`src/hw/rtl/gstp_pkg.sv`:
```
package gstp_pkg;

  localparam int ROW_LEN_DEF = 64;
  localparam int DATA_W      = 32;
  localparam int CFG_W       = 31;
  localparam int ACC_W       = 64;
  localparam int CAP_W       = 41;
  localparam int CFG_IDX_W   = 1;

  localparam logic [CFG_IDX_W-1:0] CFG_LAMBDA = 1'b0;
  localparam logic [CFG_IDX_W-1:0] CFG_WEIGHT = 1'b1;

  localparam logic [CFG_W-1:0] CFG_RESET = 31'd65536;
  localparam logic [CAP_W-1:0] TERM_CAP  = 41'h100_0000_0000;

  typedef struct packed {
    logic signed [DATA_W-1:0] x_value;
    logic signed [DATA_W-1:0] eta_value;
    logic                     last_in_row;
    logic                     mode;
  } in_item_t;

  typedef struct packed {
    logic signed [DATA_W-1:0] y_value;
    logic                     last_out;
  } out_item_t;

  typedef struct packed {
    logic             start;
    logic [ACC_W-1:0] num_hi;
    logic [ACC_W-1:0] num_lo;
    logic [ACC_W-1:0] den;
  } div_req_t;

  typedef struct packed {
    logic             done;
    logic [ACC_W-1:0] quo;
  } div_rsp_t;

endpackage

```
`src/hw/rtl/gstp_div.sv`:
```
module gstp_div (
  input  logic              clk_i,
  input  logic              rst_ni,
  input  gstp_pkg::div_req_t req_i,
  output gstp_pkg::div_rsp_t rsp_o
);
  import gstp_pkg::*;

  localparam int CW = $clog2(ACC_W);

  logic             run_q;
  logic             done_q;
  logic [CW-1:0]    cnt_q;
  logic [ACC_W-1:0] rem_q;
  logic [ACC_W-1:0] lo_q;
  logic [ACC_W-1:0] den_q;
  logic [ACC_W-1:0] quo_q;
  logic [ACC_W-1:0] shifted;
  logic             take;
  logic             sat;

  assign shifted = {rem_q[ACC_W-2:0], lo_q[ACC_W-1]};
  assign take    = rem_q[ACC_W-1] || (shifted >= den_q);
  assign sat     = req_i.num_hi >= req_i.den;

  always_ff @(posedge clk_i or negedge rst_ni) begin
    if (!rst_ni) begin
      run_q  <= 1'b0;
      done_q <= 1'b0;
      cnt_q  <= '0;
    end else begin
      done_q <= 1'b0;
      if (req_i.start) begin
        run_q  <= !sat;
        done_q <= sat;
        cnt_q  <= '0;
      end else if (run_q) begin
        cnt_q <= cnt_q + 1'b1;
        if (cnt_q == CW'(ACC_W - 1)) begin
          run_q  <= 1'b0;
          done_q <= 1'b1;
        end
      end
    end
  end

  always_ff @(posedge clk_i) begin
    if (req_i.start) begin
      rem_q <= req_i.num_hi;
      lo_q  <= req_i.num_lo;
      den_q <= req_i.den;
      quo_q <= sat ? '1 : '0;
    end else if (run_q) begin
      rem_q <= take ? shifted - den_q : shifted;
      lo_q  <= {lo_q[ACC_W-2:0], 1'b0};
      quo_q <= {quo_q[ACC_W-2:0], take};
    end
  end

  assign rsp_o.done = done_q;
  assign rsp_o.quo  = quo_q;

endmodule

```
`config.mk`:
```
export PLATFORM = sky130hd
export DESIGN_NAME = gstp_div
export DESIGN_NICKNAME = d
export VERILOG_FILES = /design/src/hw/rtl/gstp_pkg.sv /design/src/hw/rtl/gstp_div.sv
export SDC_FILE = /design/constraint.sdc
export NUM_CORES = 1
export LEC_CHECK = 0
export ABC_CLOCK_PERIOD_IN_PS = 6000
export BUFFER_PORTS_ARGS = -buffer_cell sky130_fd_sc_hd__buf_2
export CORE_MARGIN = 3
export CORE_UTILIZATION = 50
export CTS_CLUSTER_SIZE = 20
export DETAILED_ROUTE_END_ITERATION = 16
export PLACE_DENSITY = 0.75
export SYNTH_ARGS = -nofsm -noshare
export SYNTH_HDL_FRONTEND = slang
export SYNTH_SLANG_ARGS = --single-unit
export TNS_END_PERCENT = 5
```
`constraint.sdc`:
```
create_clock -name clk_i -period 6 [get_ports clk_i]
set_clock_uncertainty 0.1 [all_clocks]
set_input_delay 0.3 -clock clk_i [delete_from_list [all_inputs] [get_ports clk_i]]
set_output_delay 0.3 -clock clk_i [all_outputs]
set_load 0.05 [all_outputs]
```
# Word level (Yosys, flattened, before mapping)
# Index checks and enable logic that the tools add are counted.
# W data, S select, Z words.
[totals]
latch_bits = 0
romBits = 0
out_inout_bits = 65
in_bits = 195
ram_bits = 0
n_memories = 0
reg_bits = 264
wordCells = 31
[classes]
n_eq_ne = 1
add_sub_neg = 2
div_mod_pow = 0
bitwise = 0
n_shift = 0
reduce_logical = 3
mul = 0
n_lt_le_gt_ge = 2
n_mux = 16
[ops]
columns = ["operator", "count"]
rows = [
  ["$mux W64", 8],
  ["$ge A64 B64 Y1", 2],
  ["$sub A64 B64 Y64", 1],
  ["$mux W6", 2],
  ["$add A6 B1 Y6 const B", 1],
  ["$eq A6 B6 Y1 const B", 1],
  ["$mux W1", 6],
  ["$reduce_bool A2 Y1", 1],
  ["$logic_not A1 Y1", 1],
  ["$logic_or A1 B1 Y1", 1],
]

# Longest topological paths before layout
[depth]
depth_word = 5
ltp_mapped = 15
mapped_depth_nobuf = 13

# Worst setup path after synthesis
# OpenSTA, ideal clock, no wires.
[synth_timing]
kind = "input port to flip-flop"
startpoint = "in req_i[192] in the netlist's numbering"
endpoint = "reg lo_q[0] (enable)"
setup_slack_ns = 0.692
arrival_ns = 4.664
path_stages = 4
path_buffers = 2
t_required_ns = 5.356
setup_ns = 0.544
cell_sequence = "clkbuf_1 buf_1 nor2_1 inv_1"
[synth_via]
elab_chain_cells = 1
[synth_lines]
columns = ["element", "line", "rtl"]
rows = [
  ["from (decl)", "gstp_div.sv:4", "input gstp_pkg::div_req_t req_i,"],
  ["$reduce_bool A2 Y1 (no source line)", "n/a", ""],
  ["to (signal assigned)", "gstp_div.sv:50", "lo_q <= req_i.num_lo;"],
  ["to (signal assigned)", "gstp_div.sv:55", "lo_q <= {lo_q[ACC_W-2:0], 1'b0};"],
  ["to (decl)", "gstp_div.sv:15", "logic [ACC_W-1:0] lo_q;"],
]
# No other way between the ends.
# A chain may end at the register's enable or synchronous reset.

# Final worst setup path
[layout_timing]
startpoint = "reg rem_q[3]"
endpoint = "reg rem_q[19] (data pin)"
[layout_via]
elab_chain_cells = 5
elab_cells_between_ends = 6
cone_classes = "1 x add/sub; 1 x order compare; 3 x mux; 1 x reduce/logical"
[layout_lines]
columns = ["element", "line", "rtl"]
rows = [
  ["from (decl)", "gstp_div.sv:14", "logic [ACC_W-1:0] rem_q;"],
  ["from (signal assigned)", "gstp_div.sv:49", "rem_q <= req_i.num_hi;"],
  ["from (signal assigned)", "gstp_div.sv:54", "rem_q <= take ? shifted - den_q : shifted;"],
  ["$ge A64 B64 Y1", "gstp_div.sv:23", "assign take = rem_q[ACC_W-1] || (shifted >= den_q);"],
  ["$logic_or A1 B1 Y1", "gstp_div.sv:23", ""],
  ["$mux W64 *", "gstp_div.sv:54", ""],
  ["$mux W64 *", "gstp_div.sv:53", "end else if (run_q) begin"],
  ["$mux W64 *", "gstp_div.sv:48", "if (req_i.start) begin"],
]
# Every way passes the cells marked *; elsewhere a longest branch is shown, timed or not. The select of a mux whose other input is x is not followed.

==> metrics.csv <==
stage,metric,value,unit
run_status,run status,completed,
timing,Final Slew Violations,0,
cts,H-Tree Depth,1,
die,Die ar.,35300,um2
worst_setup_path,critical path capture point type,flop,
timing,final setup vio count,0,
synthesis,number of synthesized flops with an enable pin,256,
timing,Final min period,4460,ps
placed_design,Placed Area,18200,um2
cts,CTS tree,built,
job,Max-cap violations,0,
die,Die X-Extent,188,um
worst_setup_path,largest fanout on the critical path,46,
worst_hold_path,Min-Delay Path Class,input port to flop,
power_and_ir_drop,peak supply drop,0.281,mV
route,Pre-antenna DRT Iters,5,
cts,Root Buffer,clkbuf_16,
cts,clock buffer depth,3,
route,initial DRC count,999,
cts,Clock Pin Slew Worst Setup and Hold Paths,70,ps
timing,Fmax achieved,224,MHz
synthesis,async set-or-reset flop fraction in the synthesized netlist,3.03,%
synthesis,synth unique cells,71,
cts,PostCTS Resize Cnt,0,
die,Core Box Area,32600,um2
die,Starting Density,50.8,%
global_route,antenna violations before repair,6,
power_and_ir_drop,P_leak,9.29,nW
synthesis,synthesized cell area,16600,um2
cts,"Setup Fix Bufs, Post-CTS",0,
timing,hold_ws,27.0,ps
global_route,vias in the first global route,14000,
placed_design,DPL Wire Length,30400,um
cells_and_area,P&R area growth vs syn,26.6,%
synthesis,#FFs+latches synth,264,
placed_design,Port Buf Inserts,259,
cells_and_area,final instance area,21000,um2
worst_setup_path,Worst EP arrival,4660,ps
route,routed vias,13800,
timing,Tcrit/Tclk final,74.3,%
worst_setup_path,CP Data Required Time,6210,ps
timing,max_slew headroom,35.7,%
synthesis,Synth Instances,1618,
cts,Clock Latency Late Sink,600,ps
cells_and_area,layout cell share with drive strength beyond 1,20.0,%
worst_setup_path,startpoint types,flop,
power_and_ir_drop,Final Power,0.00851,W
die,row cnt,66,
synthesis,syn avg cell area,10.2,um2
cells_and_area,fin nets,2351,
cts,CTS Sinks,264,
worst_setup_path,Crit Path Class,flop to flop,
global_route,GRT overflow,0,
synthesis,Synth Net Count,1943,
global_route,Total GRT Usage,25.2,%
route,DRC viols,0,
route,final wirelength,45200,um
cts,Post-CTS Hold Buffers,185,
global_route,largest net degree at the start of global routing,176,
synthesis,synth warn,0,
die,die span in y,188,um
power_and_ir_drop,PD cells,406,nW/um2
timing,final hold violation count,0,
global_route,first-pass GRT wire length,72600,um
route,Vias/cell,5.54,
cts,CTS Buf Count,29,
cells_and_area,final core utilization,64.3,%
route,per-cell routed wire length,18.1,um
timing,setup TNS,0,ps
route,Routed Antenna Nets,0,
die,I/O pins,260,
synthesis,"Seq/Total Area, Yosys",47.6,%
timing,worst slew pin tran,962,ps
timing,RSZ-0062 raised after global routing,false,
synthesis,Post-synth top flop,edfxtp_1,
placed_design,routability cong.,0.878,
## per-stage QoR
| stage | instances | setup slack [ps] |
|---|---|---|
| floorplan | 1618 | 692 |
| global placement | 2252 | 1740 |
| detailed placement | 2252 | 1600 |
| CTS | 2491 | 1580 |
| global route | 2492 | 1200 |
| finish | 2492 | 1540 |
## kinds of logic after synthesis
kind of cell / count (synthesis) / synth area share, %
adders and majority gates: 130 / 9.87
and+or+nand+nor: 377 / 10.7
muxes: 95 / 6.44
buffers and inverters: 245 / 5.89
AOI/OAI and AO/OA: 456 / 16.8
xor gates and xnor gates: 51 / 2.70
DFF: 264 / 47.6
## cell type report
| class | instances | area, um2 |
|---|---|---|
| Fill cell | 2518 | 11600 |
| Multi-Input combinational cell | 1109 | 7720 |
| Timing Repair Buffer | 452 | 3230 |
| Clock buffer | 40 | 777 |
| Tap cell | 442 | 553 |
| Antenna cell | 1 | 2.50 |
| Clock inverter | 14 | 156 |
| Sequential cell | 264 | 7890 |
| Inverter | 170 | 643 |
## final timing paths
kind	start	end	slack [ps]	cells after the start
worst max-delay path	rem_q[3]	rem_q[19]	1540	12
worst min-delay path	req_i[177]	rem_q[49]	30	3
worst max register to register	rem_q[3]	rem_q[19]	1540	12
worst min register to register	lo_q[55]	lo_q[56]	450	1
max in group asynchronous	rst_ni	cnt_q[2]	5560	2
min in group asynchronous	rst_ni	cnt_q[4]	60	2
## sequential cells by signal, indices dropped and copies added, names as in the netlist
| register | flops |
|---|---|
| cnt_q | 6 |
| den_q | 64 |
| done_q | 1 |
| lo_q | 64 |
| quo_q | 64 |
| rem_q | 64 |
| run_q | 1 |
## critical path, stage by stage (launching register included)
cell	delay [ps]
edfxtp_1	390
ha_1	390
a21o_1	210
a211oi_1	350
a211oi_1	140
a211o_1	390
a21oi_2	300
nor4b_2	130
nor2_4	740
buf_4	460
a211oi_1	80
a2111oi_0	410
a21oi_1	70
## routing by layer
layer	up-vias	share of wire, %	global-route usage [%]
li1	6687	-	-
met1	6512	42	33.1
met2	489	47	41.4
met3	98	7.5	5.89
met4	10	3.5	8.48
met5	-	0.12	0
## synth_stat cells (5+ instances only)
cell type / count / area (um2)
edfxtp_1: 256 / 7690
inv_1: 170 / 638
nand2_1: 162 / 608
ha_1: 129 / 1610
a21oi_1: 128 / 641
o21ai_0: 122 / 611
mux2_2: 88 / 991
nor2_1: 74 / 278
a21o_1: 58 / 435
clkbuf_1: 52 / 195
a211oi_1: 37 / 278
nand4_1: 30 / 188
o21ai_1: 27 / 135
xnor2_1: 26 / 228
xor2_1: 25 / 219
nor3_1: 20 / 100
nand3_1: 14 / 70.1
nor2b_1: 14 / 87.6
o21a_1: 12 / 90.1
o21bai_1: 12 / 90.1
nand2b_1: 10 / 62.6
and3_1: 9 / 56.3
buf_2: 9 / 45.0
a31oi_1: 8 / 50.1
dfrtp_1: 8 / 200
o31ai_1: 7 / 52.6
or3_1: 7 / 43.8
nor4_1: 6 / 37.5
a21boi_0: 5 / 37.5
buf_1: 5 / 18.8
buf_4: 5 / 37.5
nor3b_1: 5 / 37.5
## layout by cell type (no fill, tap or decap), types with 5 or more instances in the layout
cell,synthesis,layout
clkbuf_16,0,29
nand2_1,162,162
a31oi_1,8,8
o21ai_0,122,122
dfrtp_1,8,8
o21ai_1,27,27
edfxtp_1,256,256
xor2_1,25,25
nand2b_1,10,10
nor3b_1,5,5
a21o_1,58,58
a211oi_1,37,37
o21a_1,12,12
a21oi_1,128,128
nor4_1,6,6
clkbuf_1,52,10
buf_4,5,7
o31ai_1,7,6
or3_1,7,7
ha_1,129,129
mux2_2,88,88
nor2_1,74,73
inv_1,170,169
nand4_1,30,30
xnor2_1,26,26
dlygate4sd3_1,0,185
nor3_1,20,20
nor2b_1,14,14
and3_1,9,9
o21bai_1,12,12
buf_2,9,258
a21boi_0,5,5
nand3_1,14,14
clkinv_1,0,5
## where the power goes
part | internal, W | switching [W] | leakage (nW)
Clock | 0.00104 | 0.000768 | 0.452
Combinational | 0.00158 | 0.00236 | 6.13
Sequential | 0.00256 | 0.000216 | 2.70
Total | 0.00517 | 0.00334 | 9.29
Power figures use the tool's default switching activity.
